**src/rtl/wpa_pkg.sv**
```systemverilog
`timescale 1ns / 1ps

package wpa_pkg;

	localparam logic [10:0] MAX_POOL = 11'd1024;

	localparam int DIVIDEND_W = 48;
	localparam int DIVISOR_W  = 16;
	// quotient bits retired per cycle by the shared divider
	localparam int DIV_RADIX_BITS = 2;
	localparam int DIV_STEPS      = DIVIDEND_W / DIV_RADIX_BITS;

	localparam int HOLD_US_W = 31;
	localparam logic [HOLD_US_W-1:0] US_PER_MS = 31'd1000;

	localparam int CFG_INDEX_W = 3;
	localparam int CFG_DATA_W  = 20;

	localparam logic [CFG_INDEX_W-1:0] REG_MIN_WORKERS  = 3'd0;
	localparam logic [CFG_INDEX_W-1:0] REG_MAX_WORKERS  = 3'd1;
	localparam logic [CFG_INDEX_W-1:0] REG_GROW_STEP    = 3'd2;
	localparam logic [CFG_INDEX_W-1:0] REG_IDLE_HOLD_MS = 3'd3;
	localparam logic [CFG_INDEX_W-1:0] REG_POLL_MS      = 3'd4;
	localparam logic [CFG_INDEX_W-1:0] REG_POLL_DIVISOR = 3'd5;

	localparam logic [15:0] QUIET_DEFAULT_MS = 16'd10;

	typedef struct packed {
		logic [10:0]          min_workers;
		logic [10:0]          max_workers;
		logic [10:0]          grow_step;
		logic [19:0]          idle_hold_ms;
		logic [15:0]          poll_ms;
		logic [15:0]          poll_divisor;
		logic [HOLD_US_W-1:0] hold_us;
	} cfg_t;

	typedef enum logic [2:0] {
		S_IDLE,
		S_BASE,
		S_BASE_WAIT,
		S_EVAL,
		S_GROW,
		S_SHRINK,
		S_SHRINK_WAIT,
		S_DONE
	} state_t;

endpackage

```
**src/rtl/wpa_div.sv**
```systemverilog
`timescale 1ns / 1ps

module wpa_div
	import wpa_pkg::*;
(
	input  logic                  clk,
	input  logic                  arst_n,
	input  logic                  start,
	input  logic [DIVIDEND_W-1:0] dividend,
	input  logic [DIVISOR_W-1:0]  divisor,
	output logic                  done,
	output logic [DIVIDEND_W-1:0] quotient,
	output logic [DIVISOR_W-1:0]  remainder
);

	localparam int CNT_W = $clog2(DIV_STEPS);

	logic                  busy_q;
	logic                  done_q;
	logic [CNT_W-1:0]      cnt_q;
	logic [DIVIDEND_W-1:0] quo_q;
	logic [DIVISOR_W-1:0]  rem_q;
	logic [DIVISOR_W-1:0]  div_q;

	logic [DIVISOR_W:0]    r1, r2;
	logic                  ge1, ge2;
	logic [DIVISOR_W-1:0]  n1, n2;

	// two restoring steps per cycle, remainder always stays below the divisor
	always_comb begin
		r1  = {rem_q, quo_q[DIVIDEND_W-1]};
		ge1 = r1 >= {1'b0, div_q};
		n1  = ge1 ? DIVISOR_W'(r1 - {1'b0, div_q}) : r1[DIVISOR_W-1:0];
		r2  = {n1, quo_q[DIVIDEND_W-2]};
		ge2 = r2 >= {1'b0, div_q};
		n2  = ge2 ? DIVISOR_W'(r2 - {1'b0, div_q}) : r2[DIVISOR_W-1:0];
	end

	always_ff @(posedge clk or negedge arst_n) begin
		if (!arst_n) begin
			busy_q <= 1'b0;
			done_q <= 1'b0;
			cnt_q  <= '0;
		end else begin
			done_q <= 1'b0;
			if (start) begin
				busy_q <= 1'b1;
				cnt_q  <= CNT_W'(DIV_STEPS - 1);
			end else if (busy_q) begin
				cnt_q <= cnt_q - 1'b1;
				if (cnt_q == '0) begin
					busy_q <= 1'b0;
					done_q <= 1'b1;
				end
			end
		end
	end

	always_ff @(posedge clk) begin
		if (start) begin
			quo_q <= dividend;
			rem_q <= '0;
			div_q <= divisor;
		end else if (busy_q) begin
			quo_q <= {quo_q[DIVIDEND_W-3:0], ge1, ge2};
			rem_q <= n2;
		end
	end

	assign done      = done_q;
	assign quotient  = quo_q;
	assign remainder = rem_q;

endmodule

```
**src/rtl/wpa_cfg.sv**
```systemverilog
`timescale 1ns / 1ps

module wpa_cfg
	import wpa_pkg::*;
(
	input  logic                   clk,
	input  logic                   arst_n,
	input  logic                   wr_en,
	input  logic [CFG_INDEX_W-1:0] wr_index,
	input  logic [CFG_DATA_W-1:0]  wr_data,
	output cfg_t                   cfg
);

	logic [10:0]          min_q, max_q, step_q;
	logic [19:0]          hold_ms_q;
	logic [15:0]          poll_q, pdiv_q;
	logic [HOLD_US_W-1:0] hold_us_q;
	logic [10:0]          sat_val;

	assign sat_val = (wr_data[10:0] > MAX_POOL) ? MAX_POOL : wr_data[10:0];

	always_ff @(posedge clk or negedge arst_n) begin
		if (!arst_n) begin
			min_q     <= 11'd2;
			max_q     <= 11'd16;
			step_q    <= 11'd0;
			hold_ms_q <= 20'd5000;
			poll_q    <= 16'd0;
			pdiv_q    <= 16'd100;
			hold_us_q <= 31'd5001000;
		end else begin
			// shrink allowed once elapsed_us >= (hold_ms + 1) * 1000
			hold_us_q <= ({11'd0, hold_ms_q} + 31'd1) * US_PER_MS;
			if (wr_en) begin
				unique case (wr_index)
					REG_MIN_WORKERS:  min_q     <= (sat_val > max_q) ? max_q : sat_val;
					REG_MAX_WORKERS:  max_q     <= (sat_val < min_q) ? min_q : sat_val;
					REG_GROW_STEP:    step_q    <= wr_data[10:0];
					REG_IDLE_HOLD_MS: hold_ms_q <= wr_data[19:0];
					REG_POLL_MS:      poll_q    <= wr_data[15:0];
					REG_POLL_DIVISOR: pdiv_q    <= wr_data[15:0];
					default: ;
				endcase
			end
		end
	end

	always_comb begin
		cfg.min_workers  = min_q;
		cfg.max_workers  = max_q;
		cfg.grow_step    = step_q;
		cfg.idle_hold_ms = hold_ms_q;
		cfg.poll_ms      = poll_q;
		cfg.poll_divisor = pdiv_q;
		cfg.hold_us      = hold_us_q;
	end

endmodule

```
**src/rtl/worker_pool_autoscaler.sv**
```systemverilog
`timescale 1ns / 1ps

// worker pool autoscaler
// s_* carries one load sample per request, m_* returns exactly one result per
// sample: m_tuser flags a resize command, m_tdata holds the new size and the
// sleep time in ms. cfg_* writes the limit and timing registers; it is always
// ready; the user must write it only while no sample is in flight, the block
// itself does not enforce this. one sample at a time goes through a sequencer
// around a shared radix-4 divider (24 steps). the derived wait takes one
// division (skipped when poll_ms is nonzero), the shrink path may take a second
// one for idle/pending. the result is loaded into the output register from the
// done state once that register is empty or being read; the next sample can be
// accepted in the cycle after that load.
// a finished result sits in the output register, so a new sample is accepted
// while the receiver stalls; the sequencer holds its next result until the
// output register empties.
// reset restores the register defaults and clears the resize and wait
// timestamps and the remembered pool size.
module worker_pool_autoscaler
	import wpa_pkg::*;
(
	input  logic                   clk,
	input  logic                   arst_n,
	input  logic                   s_tvalid,
	output logic                   s_tready,
	// pool_size[10:0], busy_count[21:11], free_count[32:22], pending_count[48:33],
	// now_us[96:49], zero fill above
	input  logic [103:0]           s_tdata,
	output logic                   m_tvalid,
	input  logic                   m_tready,
	// new_size[10:0], sleep_ms[27:11], zero fill above
	output logic [31:0]            m_tdata,
	// resize_valid[0]
	output logic                   m_tuser,
	input  logic                   cfg_valid,
	output logic                   cfg_ready,
	input  logic [CFG_INDEX_W-1:0] cfg_index,
	input  logic [CFG_DATA_W-1:0]  cfg_data
);

	cfg_t cfg;

	state_t state_q, state_d;

	logic [10:0] pool_q, busy_q, free_q;
	logic [15:0] pend_q;
	logic [47:0] now_q;

	logic [47:0] last_resize_q, last_wait_q;
	logic [10:0] prev_pool_q;

	logic [15:0] base_q;
	logic        rv_q;
	logic [10:0] ns_q;
	logic [16:0] sleep_q;
	logic [16:0] need_q;
	logic [15:0] lim_q;

	logic        out_valid_q;
	logic        out_rv_q;
	logic [10:0] out_ns_q;
	logic [16:0] out_sleep_q;

	logic                  dv_start, dv_done;
	logic [DIVIDEND_W-1:0] dv_dividend, dv_quot;
	logic [DIVISOR_W-1:0]  dv_divisor, dv_rem;

	logic        in_take, out_load;
	logic        clamp, grow;
	logic [16:0] demand, need;
	logic [15:0] half, lim;
	logic [16:0] add;
	logic [17:0] sum;
	logic [10:0] grow_target;
	logic [47:0] elapsed;
	logic        hold_ok;
	logic [10:0] idle;
	logic        shrink_go, quiet;
	logic [10:0] shr_sub, shr_target;

	assign cfg_ready = 1'b1;

	wpa_cfg u_cfg (
		.clk      (clk),
		.arst_n   (arst_n),
		.wr_en    (cfg_valid),
		.wr_index (cfg_index),
		.wr_data  (cfg_data),
		.cfg      (cfg)
	);

	wpa_div u_div (
		.clk       (clk),
		.arst_n    (arst_n),
		.start     (dv_start),
		.dividend  (dv_dividend),
		.divisor   (dv_divisor),
		.done      (dv_done),
		.quotient  (dv_quot),
		.remainder (dv_rem)
	);

	assign s_tready = (state_q == S_IDLE);
	assign in_take  = s_tvalid && s_tready;
	assign out_load = (state_q == S_DONE) && (!out_valid_q || m_tready);

	// decision datapath
	always_comb begin
		clamp  = (pool_q < cfg.min_workers) || (pool_q > cfg.max_workers);
		grow   = pend_q > {5'd0, free_q};
		demand = {6'd0, busy_q} + {1'b0, pend_q};
		need   = (demand > {6'd0, pool_q}) ? 17'(demand - {6'd0, pool_q}) : 17'd0;
		half   = pend_q >> 1;
		if (cfg.grow_step != 11'd0) lim = {5'd0, cfg.grow_step};
		else                        lim = (half == 16'd0) ? 16'd1 : half;

		add         = (need_q < {1'b0, lim_q}) ? need_q : {1'b0, lim_q};
		sum         = {7'd0, pool_q} + {1'b0, add};
		grow_target = (sum > {7'd0, cfg.max_workers}) ? cfg.max_workers : sum[10:0];

		elapsed   = now_q - last_resize_q;
		hold_ok   = elapsed >= {17'd0, cfg.hold_us};
		idle      = (busy_q > pool_q) ? 11'd0 : 11'(pool_q - busy_q);
		shrink_go = hold_ok && (idle > cfg.min_workers);
		quiet     = (pool_q == prev_pool_q) && (pend_q == 16'd0);

		shr_sub    = pool_q - dv_quot[10:0];
		shr_target = (shr_sub < cfg.min_workers) ? cfg.min_workers : shr_sub;
	end

	// divider operands
	always_comb begin
		dv_start = 1'b0;
		if (state_q == S_BASE) begin
			dv_start    = (cfg.poll_ms == 16'd0);
			dv_dividend = now_q - last_wait_q;
			dv_divisor  = (cfg.poll_divisor == 16'd0) ? 16'd1 : cfg.poll_divisor;
		end else begin
			dv_start    = (state_q == S_SHRINK) && shrink_go;
			dv_dividend = {37'd0, idle};
			dv_divisor  = (pend_q == 16'd0) ? 16'd1 : pend_q;
		end
	end

	always_ff @(posedge clk or negedge arst_n) begin
		if (!arst_n) state_q <= S_IDLE;
		else         state_q <= state_d;
	end

	always_comb begin
		state_d = state_q;
		unique case (state_q)
			S_IDLE:        if (in_take) state_d = S_BASE;
			S_BASE:        state_d = (cfg.poll_ms == 16'd0) ? S_BASE_WAIT : S_EVAL;
			S_BASE_WAIT:   if (dv_done) state_d = S_EVAL;
			S_EVAL: begin
				if (clamp)     state_d = S_DONE;
				else if (grow) state_d = S_GROW;
				else           state_d = S_SHRINK;
			end
			S_GROW:        state_d = S_DONE;
			S_SHRINK:      state_d = shrink_go ? S_SHRINK_WAIT : S_DONE;
			S_SHRINK_WAIT: if (dv_done) state_d = S_DONE;
			S_DONE:        if (out_load) state_d = S_IDLE;
			default:       state_d = S_IDLE;
		endcase
	end

	// sample registers and working results
	always_ff @(posedge clk) begin
		if (in_take) begin
			pool_q <= s_tdata[10:0];
			busy_q <= s_tdata[21:11];
			free_q <= s_tdata[32:22];
			pend_q <= s_tdata[48:33];
			now_q  <= s_tdata[96:49];
			rv_q   <= 1'b0;
			ns_q   <= 11'd0;
		end
		if (state_q == S_BASE && cfg.poll_ms != 16'd0) base_q <= cfg.poll_ms;
		if (state_q == S_BASE_WAIT && dv_done)
			base_q <= (dv_rem == 16'd0) ? QUIET_DEFAULT_MS : dv_rem;
		if (state_q == S_EVAL) begin
			need_q  <= need;
			lim_q   <= lim;
			sleep_q <= {1'b0, base_q};
			if (clamp) begin
				rv_q <= 1'b1;
				ns_q <= (pool_q < cfg.min_workers) ? cfg.min_workers : cfg.max_workers;
			end
		end
		if (state_q == S_GROW && grow_target != pool_q) begin
			rv_q <= 1'b1;
			ns_q <= grow_target;
		end
		if (state_q == S_SHRINK) sleep_q <= quiet ? {base_q, 1'b0} : {1'b0, base_q};
		if (state_q == S_SHRINK_WAIT && dv_done && shr_target != pool_q) begin
			rv_q <= 1'b1;
			ns_q <= shr_target;
		end
	end

	// timestamps and remembered pool size
	always_ff @(posedge clk or negedge arst_n) begin
		if (!arst_n) begin
			last_resize_q <= '0;
			last_wait_q   <= '0;
			prev_pool_q   <= '0;
		end else begin
			if (state_q == S_EVAL && clamp) begin
				last_resize_q <= now_q;
				last_wait_q   <= now_q;
			end
			if (state_q == S_GROW && grow_target != pool_q) last_resize_q <= now_q;
			if (state_q == S_SHRINK) begin
				last_wait_q <= now_q;
				prev_pool_q <= pool_q;
			end
			if (state_q == S_SHRINK_WAIT && dv_done && shr_target != pool_q)
				last_resize_q <= now_q;
		end
	end

	// output register
	always_ff @(posedge clk or negedge arst_n) begin
		if (!arst_n) begin
			out_valid_q <= 1'b0;
		end else if (out_load) begin
			out_valid_q <= 1'b1;
		end else if (m_tready) begin
			out_valid_q <= 1'b0;
		end
	end

	always_ff @(posedge clk) begin
		if (out_load) begin
			out_rv_q    <= rv_q;
			out_ns_q    <= ns_q;
			out_sleep_q <= sleep_q;
		end
	end

	assign m_tvalid = out_valid_q;
	assign m_tuser  = out_rv_q;
	assign m_tdata  = {4'd0, out_sleep_q, out_ns_q};

	a_div_done_waited: assert property (@(posedge clk) disable iff (!arst_n)
		dv_done |-> (state_q == S_BASE_WAIT || state_q == S_SHRINK_WAIT))
		else $error("divider finished outside a wait state");

	a_take_starts: assert property (@(posedge clk) disable iff (!arst_n)
		in_take |=> (state_q == S_BASE))
		else $error("accepted sample did not start the sequence");

	a_size_in_limits: assert property (@(posedge clk) disable iff (!arst_n)
		(m_tvalid && m_tuser) |->
			(out_ns_q >= cfg.min_workers && out_ns_q <= cfg.max_workers))
		else $error("commanded size outside the pool limits");

	a_no_size_without_resize: assert property (@(posedge clk) disable iff (!arst_n)
		(m_tvalid && !m_tuser) |-> (out_ns_q == 11'd0))
		else $error("size reported without a resize");

	a_sleep_nonzero: assert property (@(posedge clk) disable iff (!arst_n)
		m_tvalid |-> (out_sleep_q != 17'd0))
		else $error("zero sleep interval");

endmodule
```
**config.mk**
```make
export PLATFORM = sky130hd
export DESIGN_NAME = worker_pool_autoscaler
export DESIGN_NICKNAME = d
export VERILOG_FILES = /design/src/rtl/wpa_pkg.sv /design/src/rtl/wpa_div.sv /design/src/rtl/wpa_cfg.sv /design/src/rtl/worker_pool_autoscaler.sv
export SDC_FILE = /design/constraint.sdc
export NUM_CORES = 2
export LEC_CHECK = 0
export BUFFER_PORTS_ARGS = -buffer_cell sky130_fd_sc_hd__buf_2
export CAP_MARGIN = 20
export CORE_UTILIZATION = 40
export CTS_CLUSTER_DIAMETER = 100
export DETAILED_ROUTE_END_ITERATION = 12
export MAX_ROUTING_LAYER = met4
export SLEW_MARGIN = 0
export SYNTH_ARGS = -nofsm -noshare
export SYNTH_HDL_FRONTEND = slang
export SYNTH_SLANG_ARGS = --single-unit
```
**constraint.sdc**
```tcl
create_clock -name clk -period 10.1 [get_ports clk]
set_input_delay 0.505 -clock clk [delete_from_list [all_inputs] [get_ports clk]]
set_output_delay 0.505 -clock clk [all_outputs]
set_load 0.05 [all_outputs]
```
Word-level counts from Yosys, hierarchy flattened
Cells that the tools add are included.
{"block": "word_totals", "ff_bits": 515, "wordCells": 175, "output_inout_bits": 36}
{"block": "classes", "add_sub_neg": 11, "n_eq_ne": 19, "n_mul": 1, "n_mux": 56, "order_cmp": 15, "reduce_logical": 39}
{"cell": "two-way mux 48 bit", "count": 7}
{"cell": "two-way mux 11 bit", "count": 14}
{"cell": "two-way mux 16 bit", "count": 8}
{"cell": "subtractor 48 bit", "count": 2}
{"cell": "zero test 16 bit", "count": 5}
{"cell": "two-way mux 17 bit", "count": 4}
{"cell": ">= comparator 48 x 31 -> 1 bit", "count": 1}
{"cell": "> comparator 11 bit", "count": 4}
{"cell": ">= comparator 17 x 16 -> 1 bit", "count": 2}
{"cell": "less-than comparator 11 bit", "count": 3}
{"cell": "subtractor 16 bit", "count": 2}
{"cell": "multiplier 31 x 7 -> 28 bit, second input constant", "count": 1}
{"cell": "one-hot mux 3 bit (8 select lines)", "count": 1}
{"cell": "inequality test 11 bit", "count": 2}
{"cell": "subtractor 11 bit", "count": 2}
{"cell": "adder 20 x 1 -> 21 bit, second input constant", "count": 1}
{"cell": "adder 11 x 17 -> 18 bit", "count": 1}
{"cell": "equality test 3 bit, second input constant", "count": 6}
{"cell": "> comparator 18 x 11 -> 1 bit", "count": 1}
{"cell": "adder 11 x 16 -> 17 bit", "count": 1}
{"cell": "> comparator 17 x 11 -> 1 bit", "count": 1}
{"cell": "less-than comparator 17 x 16 -> 1 bit", "count": 1}
{"cell": "subtractor 17 x 11 -> 17 bit", "count": 1}
{"cell": "> comparator 16 x 11 -> 1 bit", "count": 1}
{"cell": "23 further kinds", "count": 69}

Logic depth before layout (Yosys ltp)
{"block": "logic_depth", "depth_word": 9, "ltp_mapped": 35, "ltp_nobuf": 31}

Modules after synthesis
From an unflattened synthesis, not the netlist that was laid out.
{"block": "unflattened", "hier_cells": 3792, "hier_area_um2": 37666.1}
{"mod": "worker_pool_autoscaler", "cells_each": 2482, "area_each_um2": 23381.2, "instances": 1, "seq_area_each_um2": 8753.4}
{"mod": "wpa_cfg", "cells_each": 806, "area_each_um2": 8868.5, "instances": 1, "seq_area_each_um2": 2852.7}
{"mod": "wpa_div", "cells_each": 504, "area_each_um2": 5416.4, "instances": 1, "seq_area_each_um2": 2417.3}

Worst setup path before layout
OpenSTA, ideal clock, no wires.
{"block": "synth_path", "path_type": "register -> register", "startpoint": "reg need_q[12]", "endpoint": "reg last_resize_q[39]", "arrival_ns": 6.866, "required_time_ns": 9.973, "path_slack_ns": 3.107, "setup_ns": 0.127, "path_stages_with_launch": 33, "synth_period_minus_slack_ns": 6.993, "cell_sequence": "edfxtp_1 ha_1 nand2_1 o21ai_0 a211oi_1 o211a_1 o21ai_2 clkbuf_1 mux2_2 ha_1 inv_1 fa_1 nand2b_1 a21oi_1 o21ai_0 a21oi_1 xor2_1 ha_1 a21o_1 a211oi_1 o21ai_0 a31oi_1 a311oi_1 nand2b_1 a2bb2oi_4 nor2_4 mux2_1 a2111o_1 or4_4 a21oi_4 buf_6 buf_8 mux2_1"}
{"block": "synth_between", "elab_chain_cells": 9, "word_cells_on_any_way": 10}
{"element": "start, declared", "line_no": "worker_pool_autoscaler.sv:56", "text": "logic [16:0] need_q;"}
{"element": "start signal, assigned", "line_no": "worker_pool_autoscaler.sv:184", "text": "need_q <= need;"}
{"element": "less-than comparator 17 x 16 -> 1 bit", "line_no": "worker_pool_autoscaler.sv:117", "text": "add = (need_q < {1'b0, lim_q}) ? need_q : {1'b0, lim_q};"}
{"element": "two-way mux 17 bit (*)", "line_no": "worker_pool_autoscaler.sv:117"}
{"element": "adder 11 x 17 -> 18 bit (*)", "line_no": "worker_pool_autoscaler.sv:118", "text": "sum = {7'd0, pool_q} + {1'b0, add};"}
{"element": "> comparator 18 x 11 -> 1 bit", "line_no": "worker_pool_autoscaler.sv:119", "text": "grow_target = (sum > {7'd0, cfg.max_workers}) ? cfg.max_workers : sum[10:0];"}
{"element": "two-way mux 11 bit (*)", "line_no": "worker_pool_autoscaler.sv:119"}
{"element": "inequality test 11 bit (*)", "line_no": "worker_pool_autoscaler.sv:214", "text": "if (state_q == S_GROW && grow_target != pool_q) last_resize_q <= now_q;"}
{"element": "logical AND 1 bit (*)", "line_no": "worker_pool_autoscaler.sv:214"}
{"element": "two-way mux 48 bit", "line_no": "worker_pool_autoscaler.sv:214"}
{"element": "two-way mux 48 bit", "line_no": "worker_pool_autoscaler.sv:219", "text": "if (state_q == S_SHRINK_WAIT && dv_done && shr_target != pool_q)"}
{"element": "end signal, assigned", "line_no": "worker_pool_autoscaler.sv:211", "text": "last_resize_q <= now_q;"}
{"element": "end signal, assigned", "line_no": "worker_pool_autoscaler.sv:214"}
{"element": "end signal, assigned", "line_no": "worker_pool_autoscaler.sv:220", "text": "last_resize_q <= now_q;"}
{"element": "end, declared", "line_no": "worker_pool_autoscaler.sv:49", "text": "logic [47:0] last_resize_q, last_wait_q;"}
Every way passes the cells marked *; elsewhere a longest branch is shown, timed or not.
A chain may end at the register's enable or synchronous reset.

Final worst setup path
{"block": "layout_path", "startpoint": "reg need_q[12]", "endpoint": "reg last_resize_q[30]"}
The elaborated chain is that of the path after synthesis.

==> flow_summary.json <==
{
  "synthXorXnorAreaFrac_pct": 5.52,
  "tritoncts": "yes",
  "die_area_mm2": 0.0915,
  "synthSimpleGateAreaFrac_pct": 11.1,
  "synth.area.mux_share_pct": 6.92,
  "grt_pass1_vias": 26200,
  "synth_seq_cells": 514,
  "rsz0062_at_grt": "false",
  "r2r_setup_slack_ps": 1830,
  "dpl.cell_count": 4796,
  "r2r_cells": 31,
  "wl_um": 97700,
  "synth_fa_ha_area_share_pct": 17.4,
  "power.leakage_uw": 0.0182,
  "grt_use_total_pct": 21.9,
  "syn_inst": 3544,
  "powerDensity_mw_per_mm2": 390,
  "tns_ps": 0,
  "cts_num_sinks": 514,
  "clock_skew_ps": 31.2,
  "fp.coreArea_mm2": 0.0889,
  "slew_headroom_pct": 31.7,
  "crit_type": "flip-flop to flip-flop",
  "setup_viol": 0,
  "critPathMaxStageDelay_ps": 580,
  "fmax_mhz": 121,
  "drt_iter0_markers": 2215,
  "maxCapViolations": 0,
  "hpwlAfterDp_um": 73300,
  "ys_seq_area_share_pct": 38.8,
  "via_count": 27200,
  "cp-end-kind": "flip-flop",
  "critPathMaxFanout": 49,
  "synthArstFlopShare_pct": 44.9,
  "fin_crit_ps": 8270,
  "grt_max_degree": 95,
  "syn-cell-area_mm2": 0.0361,
  "rr_startpoint": "need_q[12]",
  "antenna_found_initial": 11,
  "hold_path_depth": 1,
  "cts_max_level": 2,
  "io_pins": 168,
  "slew_viol_final": 0,
  "grt_pass1_wl_um": 151000,
  "synth.distinct_cells": 89,
  "min_path_type": "input pin to flip-flop",
  "hold_ws_ps": 53.6,
  "outcome": "finished, final reports clean",
  "fp.dieW_um": 302,
  "fin_util_pct": 46.4,
  "synth_top_family_by_area": "adder cells",
  "grt-ovfl-total": 0,
  "firstDrtPassIters": 7,
  "synth-edff-count": 255,
  "layout-drive-gt1-share_pct": 13.6,
  "nFillCells": 8299,
  "postSynthAreaPerCell_um2": 10.2,
  "synth-compound-area-share_pct": 15.2,
  "area.growth.synth_to_final_pct": 14.3,
  "wl_per_cell_um": 19.5,
  "ctsResizeCount": 0,
  "post_drt_via_cell_ratio": 5.44,
  "yosysWarnings": 0,
  "port_buffers": 155,
  "min_from": "s_tdata[71]",
  "clk_pin_slew_ps": 60,
  "final_cells": 5002,
  "peakVddDrop_mv": 0.339,
  "cts_buffers": 61,
  "slowest_stage": "buf_4",
  "drc": 0,
  "hold_viol_final": 0,
  "row_count": 109,
  "synth_flop_cell": "edfxtp_1",
  "critPathLaunchType": "flip-flop",
  "place.gp.congestion": 0.926,
  "period_share_pct": 81.9,
  "fin_nets": 4369,
  "worstPathArrival_ps": 8810,
  "start_util_pct": 40.6,
  "die_h_um": 302,
  "clk_latency_ps": 670,
  "cts_setup_buffers": 0,
  "cts_buffer_depth": 3,
  "tightest_slew_ps": 1020,
  "root_buffer": "clkbuf_16",
  "r2r_end": "last_resize_q[30]",
  "ant_nets": 0,
  "worstPathRequired_ps": 10640,
  "whs_endpoint": "now_q[22]"
}
critical path, delay by kind of cell (launching register included):
| kind | cells | cell delay [ps] |
|---|---|---|
| flops | 1 | 430 |
| mux | 3 | 1030 |
| simple gates | 4 | 1340 |
| buf+inv | 3 | 850 |
| compound gates | 16 | 2780 |
| xor+xnor | 1 | 360 |
| fa+ha+maj | 4 | 1210 |
sequential cells by signal, indices dropped and copies added, names as in the netlist, 15 cells and up:
signal and cells:
last_resize_q 48, last_wait_q 48, now_q 48, u_div.quotient 48, u_cfg.hold_us_q 28, u_cfg.hold_ms_q 20
need_q 17, out_sleep_q 17, sleep_q 17, base_q 16, pend_q 16, u_cfg.pdiv_q 16
u_cfg.poll_q 16, u_div.div_q 16, u_div.remainder 16, lim_q 15
power breakdown:
group | leakage, uW | switching, uW | internal (uW)
clock | 0.00104 | 939 | 1390
combinational | 0.0119 | 5710 | 4510
sequential | 0.00532 | 452 | 3110
total | 0.0182 | 7100 | 9010
final cells by class:
class	count	area, um2	area share, %
Antenna cell	1	2.50	0.00606
Clock buffer	83	1750	4.24
Clock inverter	33	387	0.937
Inverter	351	1320	3.19
Multi-Input combinational cell	2576	20400	49.4
Sequential cell	514	14000	34.0
Tap cell	1165	1460	3.53
Timing Repair Buffer	279	1950	4.73
cells in the final DEF, fill, tap and decap left out, types with 78 or more instances in the layout:
master         instances
mux2_2               155
dfrtp_1              211
inv_1                350
dlygate4sd3_1         88
nor2_1               214
xor2_1                78
nand2_1              215
o21ai_0              164
a21oi_1              232
xnor2_1              147
fa_1                  82
a21o_1               111
ha_1                 372
edfxtp_1             255
buf_2                154
worst max path at each step:
stage	endpoint	from	depth (start not counted)	slack [ps]
6_report	last_resize_q[30]	need_q[12]	31	1830
5_1_grt	last_resize_q[30]	need_q[12]	31	1450
4_1_cts	last_resize_q[30]	need_q[12]	31	1890
3_5_place_dp	last_resize_q[30]	need_q[12]	31	1930
3_3_place_gp	last_resize_q[47]	need_q[12]	31	1940
2_1_floorplan	last_resize_q[39]	need_q[12]	32	3110
cells in the mapped netlist, types with 31 or more instances:
cell type	n	area share, %
a22o_1	33	0.80
nand2_1	217	2.3
ha_1	372	13
nand4_1	43	0.75
fa_1	82	4.5
mux2i_1	65	1.8
nor3_1	59	0.82
clkbuf_1	88	0.91
nand3_1	51	0.71
xnor2_1	147	3.6
a211oi_1	32	0.67
nor2b_1	54	0.94
nand2b_1	38	0.66
mux2_2	155	4.8
inv_1	350	3.6
o21bai_1	35	0.73
o21ai_0	165	2.3
and3_1	31	0.54
o21a_1	45	0.94
xor2_1	78	1.9
nor2_1	215	2.2
dfrtp_1	211	15
nor4_1	32	0.55
a21o_1	111	2.3
edfxtp_1	255	21
a21oi_1	234	3.2
what timing repair did:
| action | in CTS | in global routing |
|---|---|---|
| endpoints found under the setup margin | 0 | 0 |
| endpoints found under the hold margin | 171 | 0 |
| hold buffers | 88 | 0 |
kinds of logic (layout without fill, tap and decap cells):
group / after synthesis / count (layout)
multiplexers: 229 / 229
AO/OA/AOI/OAI: 837 / 837
flip-flops: 514 / 514
other: 2 / 6
adder cells (fa/ha/maj): 454 / 454
AND/OR/NAND/NOR: 825 / 825
buffers and inverters: 457 / 746
XOR/XNOR: 226 / 226
per-layer routing:
metal	vias to the layer above	global-route usage (%)	routed length, um
li1	13200	-	-
met1	13200	30.3	45500
met2	752	34.6	44700
met3	117	2.56	5750
met4	0	4.80	1770
met5	-	-	0
metrics by stage:
stage               setup WS (ps)  cell area, um2  power, uW
floorplan                    3110           36100      11600
global placement             1940           38200      13600
detailed placement           1930           38200      13700
CTS                          1890           41300      16200
global route                 1450           41300      17600
finish                       1830           41300      16100
(Power assumes the default switching activity.)
